==> config.mk <==
export PLATFORM = sky130hd
export DESIGN_NAME = motor_speed_estimate_and_ramp
export DESIGN_NICKNAME = d
export VERILOG_FILES = /design/src/hw/rtl/msear_pkg.sv /design/src/hw/rtl/motor_speed_estimate_and_ramp.sv
export SDC_FILE = /design/constraint.sdc
export NUM_CORES = 2
export LEC_CHECK = 0
export ABC_AREA = 1
export ABC_CLOCK_PERIOD_IN_PS = 6700
export BUFFER_PORTS_ARGS = -buffer_cell sky130_fd_sc_hd__clkbuf_2
export CAP_MARGIN = 0
export CORE_ASPECT_RATIO = 0.7
export CORE_MARGIN = 4
export CORE_UTILIZATION = 55
export CTS_BUF_LIST = sky130_fd_sc_hd__clkbuf_8
export DETAILED_ROUTE_END_ITERATION = 12
export PLACE_DENSITY_LB_ADDON = 0.08
export SLEW_MARGIN = 20
export SYNTH_ARGS = -nofsm -noshare
export SYNTH_HDL_FRONTEND = slang
export SYNTH_SLANG_ARGS = --single-unit
==> constraint.sdc <==
create_clock -name clk -period 6.7 [get_ports clk]
set_input_delay 0.335 -clock clk [delete_from_list [all_inputs] [get_ports clk]]
set_output_delay 0.335 -clock clk [all_outputs]
set_load 0.02 [all_outputs]
==> src/hw/rtl/msear_pkg.sv <==
// shared types and constants for the motor speed estimate and ramp block
package msear_pkg;

  // sample ring depth, a power of two so the mean is a shift
  localparam int HISTORY_DEPTH = 8;
  localparam int HIST_LOG2     = $clog2(HISTORY_DEPTH);
  localparam int SLOT_W        = (HIST_LOG2 > 0) ? HIST_LOG2 : 1;

  // field widths
  localparam int COUNT_W  = 16;
  localparam int SPEED_W  = 24;
  localparam int ANGLE_W  = 32;
  localparam int TRAVEL_W = 48;
  localparam int STEP_W   = 23;
  localparam int SCALE_W  = 24;
  localparam int REM_W    = SPEED_W + 1;
  localparam int SUM_W    = SPEED_W + HIST_LOG2;

  // stream payload widths
  localparam int IN_DATA_W  = COUNT_W + SPEED_W;
  localparam int IN_USER_W  = 2;
  localparam int OUT_DATA_W = SPEED_W + SPEED_W + ANGLE_W + TRAVEL_W;
  localparam int OUT_USER_W = 1;

  // register port
  localparam int APB_DATA_W = 32;
  localparam int APB_ADDR_W = 5;
  localparam int REG_IDX_W  = 3;

  // register reset values
  localparam logic [STEP_W-1:0]  RAMP_STEP_RST    = STEP_W'(256);
  localparam logic [STEP_W-1:0]  SPEED_LIMIT_RST  = {STEP_W{1'b1}};
  localparam logic [SCALE_W-1:0] SPEED_SCALE_RST  = SCALE_W'(65536);
  localparam logic [SCALE_W-1:0] TRAVEL_SCALE_RST = SCALE_W'(65536);

  // command kinds
  typedef enum logic [IN_USER_W-1:0] {
    CMD_TICK  = 2'd0,
    CMD_SET   = 2'd1,
    CMD_BRAKE = 2'd2,
    CMD_CLEAR = 2'd3
  } cmd_t;

  // register indexes
  typedef enum logic [REG_IDX_W-1:0] {
    REG_RAMP_MODE    = 3'd0,
    REG_RAMP_STEP    = 3'd1,
    REG_SPEED_LIMIT  = 3'd2,
    REG_SPEED_SCALE  = 3'd3,
    REG_TRAVEL_SCALE = 3'd4
  } reg_idx_t;

  // ramp mode codes
  localparam logic MODE_NORMAL = 1'b0;
  localparam logic MODE_LINEAR = 1'b1;

endpackage

==> src/hw/rtl/motor_speed_estimate_and_ramp.sv <==
// motor speed estimate and setpoint ramp, three-stage pipeline with register port
// Takes one command per cycle on the slave stream while the master stream does not
// stall (tuser = kind: tick, set target, brake, clear travel) and gives one result
// per command on the master stream. The first stage registers the command, the
// second runs the two count multipliers (speed and angle), the third updates the
// state (sample ring, running sum, ramp, travel) and loads the result register. The
// running sum makes the mean a single add and shift, so the sustained rate is one
// item per cycle when the master stream does not stall; the ready chain lets a new
// command enter while a finished result waits. The user must write registers through
// the APB port only while the stream is idle; the block itself does not enforce it.
// The reported speed is the ring sum divided by the ring depth, truncated toward zero.
module motor_speed_estimate_and_ramp (
  input  logic                              clk,
  input  logic                              rst,
  // command stream
  input  logic                              s_tvalid,
  output logic                              s_tready,
  // tdata: encoder_count[15:0], target_speed[39:16]
  input  logic [msear_pkg::IN_DATA_W-1:0]   s_tdata,
  // tuser: command kind[1:0]
  input  logic [msear_pkg::IN_USER_W-1:0]   s_tuser,
  // result stream
  output logic                              m_tvalid,
  input  logic                              m_tready,
  // tdata: measured_speed[23:0], speed_setpoint[47:24], angle_step[79:48], travel[127:80]
  output logic [msear_pkg::OUT_DATA_W-1:0]  m_tdata,
  // tuser: accepted[0]
  output logic [msear_pkg::OUT_USER_W-1:0]  m_tuser,
  // register port
  input  logic                              psel,
  input  logic                              penable,
  input  logic                              pwrite,
  input  logic [msear_pkg::APB_ADDR_W-1:0]  paddr,
  input  logic [msear_pkg::APB_DATA_W-1:0]  pwdata,
  output logic [msear_pkg::APB_DATA_W-1:0]  prdata,
  output logic                              pready
);
  import msear_pkg::*;

  // configuration registers
  logic                ramp_mode;
  logic [STEP_W-1:0]   ramp_step;
  logic [STEP_W-1:0]   speed_limit;
  logic [SCALE_W-1:0]  speed_scale;
  logic [SCALE_W-1:0]  travel_scale;

  logic                cfg_wr;
  reg_idx_t            reg_idx;

  // pipeline stage registers
  logic                      v1, v2, out_valid;
  cmd_t                      cmd1, cmd2;
  logic signed [COUNT_W-1:0] count1;
  logic signed [SPEED_W-1:0] target1, target2;
  logic signed [SPEED_W-1:0] speed2;
  logic signed [ANGLE_W-1:0] angle2;

  logic adv1, adv2, adv3;

  // block state
  logic signed [SPEED_W-1:0]  speed_history [HISTORY_DEPTH];
  logic [SLOT_W-1:0]          history_slot;
  logic signed [SUM_W-1:0]    history_sum;
  logic signed [SPEED_W-1:0]  target_value;
  logic signed [SPEED_W-1:0]  setpoint_value;
  logic [REM_W-1:0]           ramp_remaining;
  logic                       ramp_down;
  logic [TRAVEL_W-1:0]        travel_total;
  logic signed [ANGLE_W-1:0]  last_angle;

  // next state
  logic signed [SUM_W-1:0]    history_sum_next;
  logic [SLOT_W-1:0]          history_slot_next;
  logic signed [SPEED_W-1:0]  target_value_next;
  logic signed [SPEED_W-1:0]  setpoint_value_next;
  logic [REM_W-1:0]           ramp_remaining_next;
  logic                       ramp_down_next;
  logic [TRAVEL_W-1:0]        travel_total_next;
  logic signed [ANGLE_W-1:0]  last_angle_next;
  logic                       hist_write;
  logic                       hist_clear;
  logic                       accepted_next;

  // result register
  logic                       res_accepted;
  logic signed [SPEED_W-1:0]  res_mean;
  logic signed [SPEED_W-1:0]  res_setpoint;
  logic signed [ANGLE_W-1:0]  res_angle;
  logic [TRAVEL_W-1:0]        res_travel;

  // register port: always ready, write on access phase
  assign pready  = 1'b1;
  assign cfg_wr  = psel & penable & pwrite & pready;
  assign reg_idx = reg_idx_t'(paddr[APB_ADDR_W-1:2]);

  always_ff @(posedge clk) begin
    if (rst) begin
      ramp_mode    <= MODE_NORMAL;
      ramp_step    <= RAMP_STEP_RST;
      speed_limit  <= SPEED_LIMIT_RST;
      speed_scale  <= SPEED_SCALE_RST;
      travel_scale <= TRAVEL_SCALE_RST;
    end else if (cfg_wr) begin
      unique case (reg_idx)
        REG_RAMP_MODE:    ramp_mode    <= pwdata[0];
        REG_RAMP_STEP:    ramp_step    <= pwdata[STEP_W-1:0];
        REG_SPEED_LIMIT:  speed_limit  <= pwdata[STEP_W-1:0];
        REG_SPEED_SCALE:  speed_scale  <= pwdata[SCALE_W-1:0];
        REG_TRAVEL_SCALE: travel_scale <= pwdata[SCALE_W-1:0];
        default: ;
      endcase
    end
  end

  // register read mux
  always_comb begin
    prdata = '0;
    unique case (reg_idx)
      REG_RAMP_MODE:    prdata = APB_DATA_W'(ramp_mode);
      REG_RAMP_STEP:    prdata = APB_DATA_W'(ramp_step);
      REG_SPEED_LIMIT:  prdata = APB_DATA_W'(speed_limit);
      REG_SPEED_SCALE:  prdata = APB_DATA_W'(speed_scale);
      REG_TRAVEL_SCALE: prdata = APB_DATA_W'(travel_scale);
      default:          prdata = '0;
    endcase
  end

  // ready chain: each stage moves when it is empty or its successor moves
  assign adv3     = !out_valid || m_tready;
  assign adv2     = !v2 || adv3;
  assign adv1     = !v1 || adv2;
  assign s_tready = adv1;

  // stage 1: command register
  always_ff @(posedge clk) begin
    if (rst) begin
      v1 <= 1'b0;
    end else if (adv1) begin
      v1 <= s_tvalid;
    end
  end

  always_ff @(posedge clk) begin
    if (adv1 && s_tvalid) begin
      cmd1    <= cmd_t'(s_tuser);
      count1  <= s_tdata[COUNT_W-1:0];
      target1 <= s_tdata[COUNT_W +: SPEED_W];
    end
  end

  // stage 2: scale the count to speed and angle
  logic signed [COUNT_W+SCALE_W:0]   prod_speed;
  logic signed [COUNT_W+SCALE_W:0]   prod_angle;
  logic signed [COUNT_W+SCALE_W-8:0] speed_floor;
  logic signed [SPEED_W-1:0]         speed_sat;

  assign prod_speed  = count1 * $signed({1'b0, speed_scale});
  assign prod_angle  = count1 * $signed({1'b0, travel_scale});
  assign speed_floor = prod_speed[COUNT_W+SCALE_W:8];

  // saturate to signed speed width
  always_comb begin
    if (&speed_floor[COUNT_W+SCALE_W-8:SPEED_W-1] ||
        ~|speed_floor[COUNT_W+SCALE_W-8:SPEED_W-1]) begin
      speed_sat = speed_floor[SPEED_W-1:0];
    end else if (speed_floor[COUNT_W+SCALE_W-8]) begin
      speed_sat = {1'b1, {(SPEED_W-1){1'b0}}};
    end else begin
      speed_sat = {1'b0, {(SPEED_W-1){1'b1}}};
    end
  end

  always_ff @(posedge clk) begin
    if (rst) begin
      v2 <= 1'b0;
    end else if (adv2) begin
      v2 <= v1;
    end
  end

  always_ff @(posedge clk) begin
    if (adv2 && v1) begin
      cmd2    <= cmd1;
      target2 <= target1;
      speed2  <= speed_sat;
      angle2  <= prod_angle[ANGLE_W+7:8];
    end
  end

  // stage 3: state update
  logic                       upd;
  logic signed [SPEED_W-1:0]  hist_old;
  logic [REM_W-1:0]           step_ext;
  logic [REM_W-1:0]           ramp_move;
  logic signed [REM_W-1:0]    setpoint_ext;
  logic [SPEED_W-1:0]         target_mag;
  logic signed [REM_W-1:0]    target_diff;
  logic signed [SUM_W-1:0]    sum_biased;

  assign upd          = adv3 && v2;
  assign hist_old     = speed_history[history_slot];
  assign step_ext     = REM_W'(ramp_step);
  assign ramp_move    = (step_ext < ramp_remaining) ? step_ext : ramp_remaining;
  assign setpoint_ext = {setpoint_value[SPEED_W-1], setpoint_value};
  assign target_mag   = target2[SPEED_W-1] ? SPEED_W'(-target2) : SPEED_W'(target2);
  assign target_diff  = {target2[SPEED_W-1], target2} - setpoint_ext;

  always_comb begin
    history_sum_next    = history_sum;
    history_slot_next   = history_slot;
    target_value_next   = target_value;
    setpoint_value_next = setpoint_value;
    ramp_remaining_next = ramp_remaining;
    ramp_down_next      = ramp_down;
    travel_total_next   = travel_total;
    last_angle_next     = last_angle;
    hist_write          = 1'b0;
    hist_clear          = 1'b0;
    accepted_next       = 1'b1;
    case (cmd2)
      CMD_TICK: begin
        last_angle_next   = angle2;
        travel_total_next = travel_total + TRAVEL_W'(angle2);
        history_sum_next  = history_sum + SUM_W'(speed2) - SUM_W'(hist_old);
        hist_write        = 1'b1;
        history_slot_next = (history_slot == SLOT_W'(HISTORY_DEPTH - 1)) ?
                            '0 : history_slot + 1'b1;
        if (ramp_mode == MODE_LINEAR) begin
          if (ramp_remaining != '0) begin
            if (ramp_down) begin
              setpoint_value_next = SPEED_W'(setpoint_ext - $signed(ramp_move));
            end else begin
              setpoint_value_next = SPEED_W'(setpoint_ext + $signed(ramp_move));
            end
            ramp_remaining_next = ramp_remaining - ramp_move;
          end
        end else begin
          setpoint_value_next = target_value;
          ramp_remaining_next = '0;
          ramp_down_next      = 1'b0;
        end
      end
      CMD_SET: begin
        if (target_mag > SPEED_W'(speed_limit)) begin
          accepted_next = 1'b0;
        end else begin
          target_value_next = target2;
          if (ramp_mode == MODE_LINEAR) begin
            ramp_down_next      = target_diff[REM_W-1];
            ramp_remaining_next = target_diff[REM_W-1] ? REM_W'(-target_diff) :
                                                         REM_W'(target_diff);
          end else begin
            setpoint_value_next = target2;
            ramp_remaining_next = '0;
            ramp_down_next      = 1'b0;
          end
        end
      end
      CMD_BRAKE: begin
        target_value_next   = '0;
        setpoint_value_next = '0;
        ramp_remaining_next = '0;
        ramp_down_next      = 1'b0;
        history_sum_next    = '0;
        hist_clear          = 1'b1;
      end
      default: begin
        travel_total_next = '0;
      end
    endcase
  end

  // mean of the ring, truncated toward zero
  assign sum_biased = history_sum_next[SUM_W-1] ?
                      history_sum_next + SUM_W'(HISTORY_DEPTH - 1) : history_sum_next;

  always_ff @(posedge clk) begin
    if (rst) begin
      history_slot   <= '0;
      history_sum    <= '0;
      target_value   <= '0;
      setpoint_value <= '0;
      ramp_remaining <= '0;
      ramp_down      <= 1'b0;
      travel_total   <= '0;
      last_angle     <= '0;
    end else if (upd) begin
      history_slot   <= history_slot_next;
      history_sum    <= history_sum_next;
      target_value   <= target_value_next;
      setpoint_value <= setpoint_value_next;
      ramp_remaining <= ramp_remaining_next;
      ramp_down      <= ramp_down_next;
      travel_total   <= travel_total_next;
      last_angle     <= last_angle_next;
    end
  end

  // sample ring
  always_ff @(posedge clk) begin
    if (rst) begin
      for (int i = 0; i < HISTORY_DEPTH; i++) begin
        speed_history[i] <= '0;
      end
    end else if (upd && hist_clear) begin
      for (int i = 0; i < HISTORY_DEPTH; i++) begin
        speed_history[i] <= '0;
      end
    end else if (upd && hist_write) begin
      speed_history[history_slot] <= speed2;
    end
  end

  // result register
  always_ff @(posedge clk) begin
    if (rst) begin
      out_valid <= 1'b0;
    end else if (adv3) begin
      out_valid <= v2;
    end
  end

  always_ff @(posedge clk) begin
    if (upd) begin
      res_accepted <= accepted_next;
      res_mean     <= sum_biased[HIST_LOG2 +: SPEED_W];
      res_setpoint <= setpoint_value_next;
      res_angle    <= last_angle_next;
      res_travel   <= travel_total_next;
    end
  end

  assign m_tvalid = out_valid;
  assign m_tuser  = res_accepted;
  assign m_tdata  = {res_travel, res_angle, res_setpoint, res_mean};

endmodule

==> insert_results.sql <==
INSERT INTO impl_metrics (metric_group, metric, value, unit) VALUES
('run_status', 'outcome', 'finished with violations', ''),
('run_status', 'failed_checks', 'setup timing', ''),
('cells_and_area', 'post_layout_nonfiller_instances', '10652', ''),
('clock_tree', 'tritoncts_clock_tree', 'yes', ''),
('clock_tree', 'clkSlewWorstSetupHoldPaths', '60', 'ps'),
('sta', 'final_min_period_over_clock_period', '100', '%'),
('global_routing', 'grt_overflow', '0', ''),
('sta', 'slew_violations', '0', ''),
('power', 'p_int', '8.83', 'mW'),
('floorplanning', 'fp-row-count', '106', ''),
('yosys', 'synthesis.area', '67000', 'sq um'),
('sta', 'timing_hold_violations_final', '0', ''),
('cells_and_area', 'areaGrowthSynthToFinish', '14.1', '%'),
('global_routing', 'grt_max_degree', '175', ''),
('clock_tree', 'htree_num_levels', '3', ''),
('global_routing', 'antenna_found_initial', '8', ''),
('power', 'share_seq_of_total_power', '36.5', '%'),
('cells_and_area', 'final.fill_count', '10569', ''),
('sta', 'setup_viol', '13', ''),
('cells_and_area', 'nets', '10119', ''),
('cells_and_area', 'post_route_cells_drive_above_1_share', '11.8', '%'),
('worst_setup_path', 'setup.worst_path.end_class', 'flip-flop', ''),
('worst_setup_path', 'required', '7290', 'ps'),
('floorplanning', 'die_height', '300', 'um'),
('routing', 'first_pass_iters', '7', ''),
('sta', 'max_slew.worst_pin.slew', '1080', 'ps'),
('clock_tree', 'cts-root-to-sink-buffers', '3', ''),
('floorplanning', 'initial_utilization', '55.7', '%'),
('floorplanning', 'chip_width', '425', 'um'),
('routing', 'via_per_inst', '5.58', ''),
('worst_setup_path', 'critPathMostFrequentCell', 'sky130_fd_sc_hd__fa_1', ''),
('sta', 'fin_hold_ws', '161', 'ps'),
('yosys', 'avg_cell_area_syn', '7.90', 'sq um'),
('worst_setup_path', 'critical_path_class', 'flip-flop to flip-flop', ''),
('sta', 'fin_setup_tns', '-229', 'ps'),
('yosys', 'yosysWarnings', '0', ''),
('floorplanning', 'core_area', '120000', 'sq um'),
('routing', 'postRouteWirelength', '218000', 'um'),
('floorplanning', 'pin_count', '250', ''),
('power', 'sw_share', '37.8', '%'),
('routing', 'initial_drc_count', '6843', ''),
('hold_path', 'hold_path_class', 'primary input to flip-flop', ''),
('worst_setup_path', 'critical_path.startpoint_type', 'flip-flop', ''),
('global_routing', 'grt_first_pass_wirelength', '331000', 'um'),
('worst_setup_path', 'critical_path_peak_fanout', '6', ''),
('clock_tree', 'root_buffer', 'sky130_fd_sc_hd__clkbuf_8', ''),
('placement', 'placedCellCount', '10316', ''),
('yosys', 'ys_seq_elements', '730', ''),
('power', 'power.switching', '5.36', 'mW'),
('worst_setup_path', 'cp.arrival', '7320', 'ps'),
('sta', 'max_freq', '0.149', 'GHz'),
('yosys', 'postSynth.asyncResetShare', '0', '%'),
('routing', 'remaining_drc_errors', '0', ''),
('routing', 'wire_per_inst', '20.5', 'um'),
('sta', 'worst_clock_skew', '62.8', 'ps'),
('sta', 'post-route-min-period', '6720', 'ps'),
('yosys', 'ys_seq_area_share', '28.5', '%'),
('routing', 'route.vias.total', '59476', ''),
('global_routing', 'grt_pass1_vias', '55669', ''),
('power', 'share_clk_of_total_power', '28.8', '%'),
('worst_setup_path', 'worst_path_max_delay_cell', 'sky130_fd_sc_hd__fa_1', ''),
('sta', 'rsz0062_at_grt', 'yes', ''),
('worst_setup_path', 'critical_path.max_stage_delay', '570', 'ps'),
('sta', 'slew_headroom', '27.8', '%'),
('routing', 'antenna_violating_nets_post_route', '0', ''),
('job', 'drv.max_cap_violation_count', '0', ''),
('yosys', 'post_synth_inst_count', '8479', ''),
('power', 'vdd.ir_drop.worst', '0.000149', 'V'),
('worst_setup_path', 'reg2reg_setup_slack', '-20', 'ps'),
('sta', 'final_worst_setup_slack', '-22.9', 'ps'),
('yosys', 'dominantRegCellSynth', 'sky130_fd_sc_hd__edfxtp_1', '');
[registers in the layout, indices dropped and copies added, names as in the netlist, 23 cells and up, named ones only]
name,count
angle2,32
history_sum,27
last_angle,32
ramp_remaining,25
ramp_step,23
res_angle,32
res_mean,24
res_setpoint,24
res_travel,48
setpoint_value,24
speed2,24
speed_history,192
speed_limit,23
speed_scale,24
target1,24
target2,24
target_value,24
travel_scale,24
travel_total,48
[cell families (layout without fill, tap and decap cells)]
kind of cell | after synthesis | in the layout | synth area share (%)
DFF | 730 | 730 | 28.5
xor gates and xnor gates | 166 | 166 | 2.17
and+or+nand+nor | 2857 | 2857 | 17.0
AOI/OAI and AO/OA | 1564 | 1564 | 12.9
adders and majority gates | 1105 | 1105 | 27.8
buffers and inverters | 2055 | 2594 | 11.7
other | 2 | 16 | 0.0112
[synthesized netlist by cell type, drive strengths merged, types with 2 or more instances]
| master | number |
|---|---|
| nand2 | 1692 |
| inv | 1628 |
| nor2 | 830 |
| o21ai | 669 |
| fa | 640 |
| a21oi | 602 |
| ha | 465 |
| edfxtp | 445 |
| clkbuf | 328 |
| dfxtp | 285 |
| nand3 | 207 |
| xor2 | 121 |
| buf | 72 |
| o211ai | 69 |
| a31oi | 57 |
| nand4 | 45 |
| xnor2 | 45 |
| nor3 | 44 |
| o22ai | 40 |
| clkinv | 27 |
| o21a | 18 |
| a211oi | 17 |
| a21o | 17 |
| o2111ai | 17 |
| nor4 | 16 |
| or2 | 14 |
| o31ai | 11 |
| a221o | 10 |
| o21bai | 8 |
| nand3b | 7 |
| a21boi | 6 |
| o221ai | 6 |
| a221oi | 5 |
| a22o | 3 |
| a311oi | 2 |
| a31o | 2 |
| and3 | 2 |
| conb | 2 |
[final timing paths]
kind / endpoint / depth (start not counted) / from
setup / recovery: speed2[12] / 29 / count1[12]
hold / removal: target1[8] / 2 / s_tdata[24]
setup reg to reg: speed2[12] / 29 / count1[12]
hold reg to reg: target2[13] / 0 / target1[13]
[cell type report]
class	instances	area (sq um)	share of cell area [%]
clock inverters	94	748	0.979
inverters	1655	6230	8.15
clock buffers	119	1640	2.14
well taps	1620	2030	2.65
diodes	7	17.5	0.0229
flip-flops and latches	730	19100	25.0
repair buffers	726	5690	7.44
multi-input cells	5701	41000	53.6
[routing by layer]
layer / vias up / GRT usage (%) / share of wire (%)
met5: - / 0 / 0.017
met4: 6 / 6.69 / 1.8
met3: 249 / 9.08 / 12
met2: 2947 / 46.9 / 41
met1: 28586 / 52.1 / 45
li1: 27688 / - / -
[power by group through the flow]
stage / clock [mW] / sequential (mW) / combinational, mW
detailed placement: 0 / 5.26 / 4.49
finish: 4.08 / 5.17 / 4.94
CTS: 4.13 / 5.17 / 4.58
global placement: 0 / 5.26 / 4.45
global route: 4.33 / 5.18 / 5.42
floorplan: 0 / 5.22 / 2.89
[cell usage in the layout, fill, tap and decap left out, types with 119 or more instances in the layout]
cell type	netlist	final
sky130_fd_sc_hd__buf_4	16	369
sky130_fd_sc_hd__nand2_1	1684	1654
sky130_fd_sc_hd__a21oi_1	596	569
sky130_fd_sc_hd__edfxtp_1	445	445
sky130_fd_sc_hd__nand3_1	202	198
sky130_fd_sc_hd__nor2_1	825	806
sky130_fd_sc_hd__fa_1	640	622
sky130_fd_sc_hd__clkbuf_8	0	119
sky130_fd_sc_hd__ha_1	465	441
sky130_fd_sc_hd__dfxtp_1	285	267
sky130_fd_sc_hd__o21ai_0	633	621
sky130_fd_sc_hd__clkbuf_2	2	229
sky130_fd_sc_hd__inv_1	1624	1638
[worst max-delay path: cells and delay by family, from the launching register on]
kind | cells | cell delay (ps)
AO/OA/AOI/OAI | 3 | 480
XOR/XNOR | 1 | 160
adder cells (fa/ha/maj) | 7 | 3410
buffers and inverters | 8 | 810
flip-flops | 1 | 390
AND/OR/NAND/NOR | 10 | 1180
[repair_timing]
action                                  CTS  global route
endpoints found under the hold margin   189             0
hold buffers                             73             0
gates resized for setup                  25           203
endpoints found under the setup margin   25            38
gates cloned                              0             8
buffers inserted                          0            35
pin swaps                                 5           107
[metrics by stage]
| stage | power [mW] | area [sq um] | setup WS [ps] | utilization (%) |
|---|---|---|---|---|
| after floorplan | 8.11 | 67000 | 109 | - |
| after global placement | 9.71 | 71900 | -95.7 | 59.8 |
| after detailed placement | 9.75 | 71900 | -124 | 59.8 |
| after CTS | 13.9 | 75100 | -11.5 | 62.5 |
| after global routing | 14.9 | 76400 | -323 | 63.6 |
| final | 14.2 | 76400 | -22.9 | 63.6 |
(Power assumes the default switching activity.)
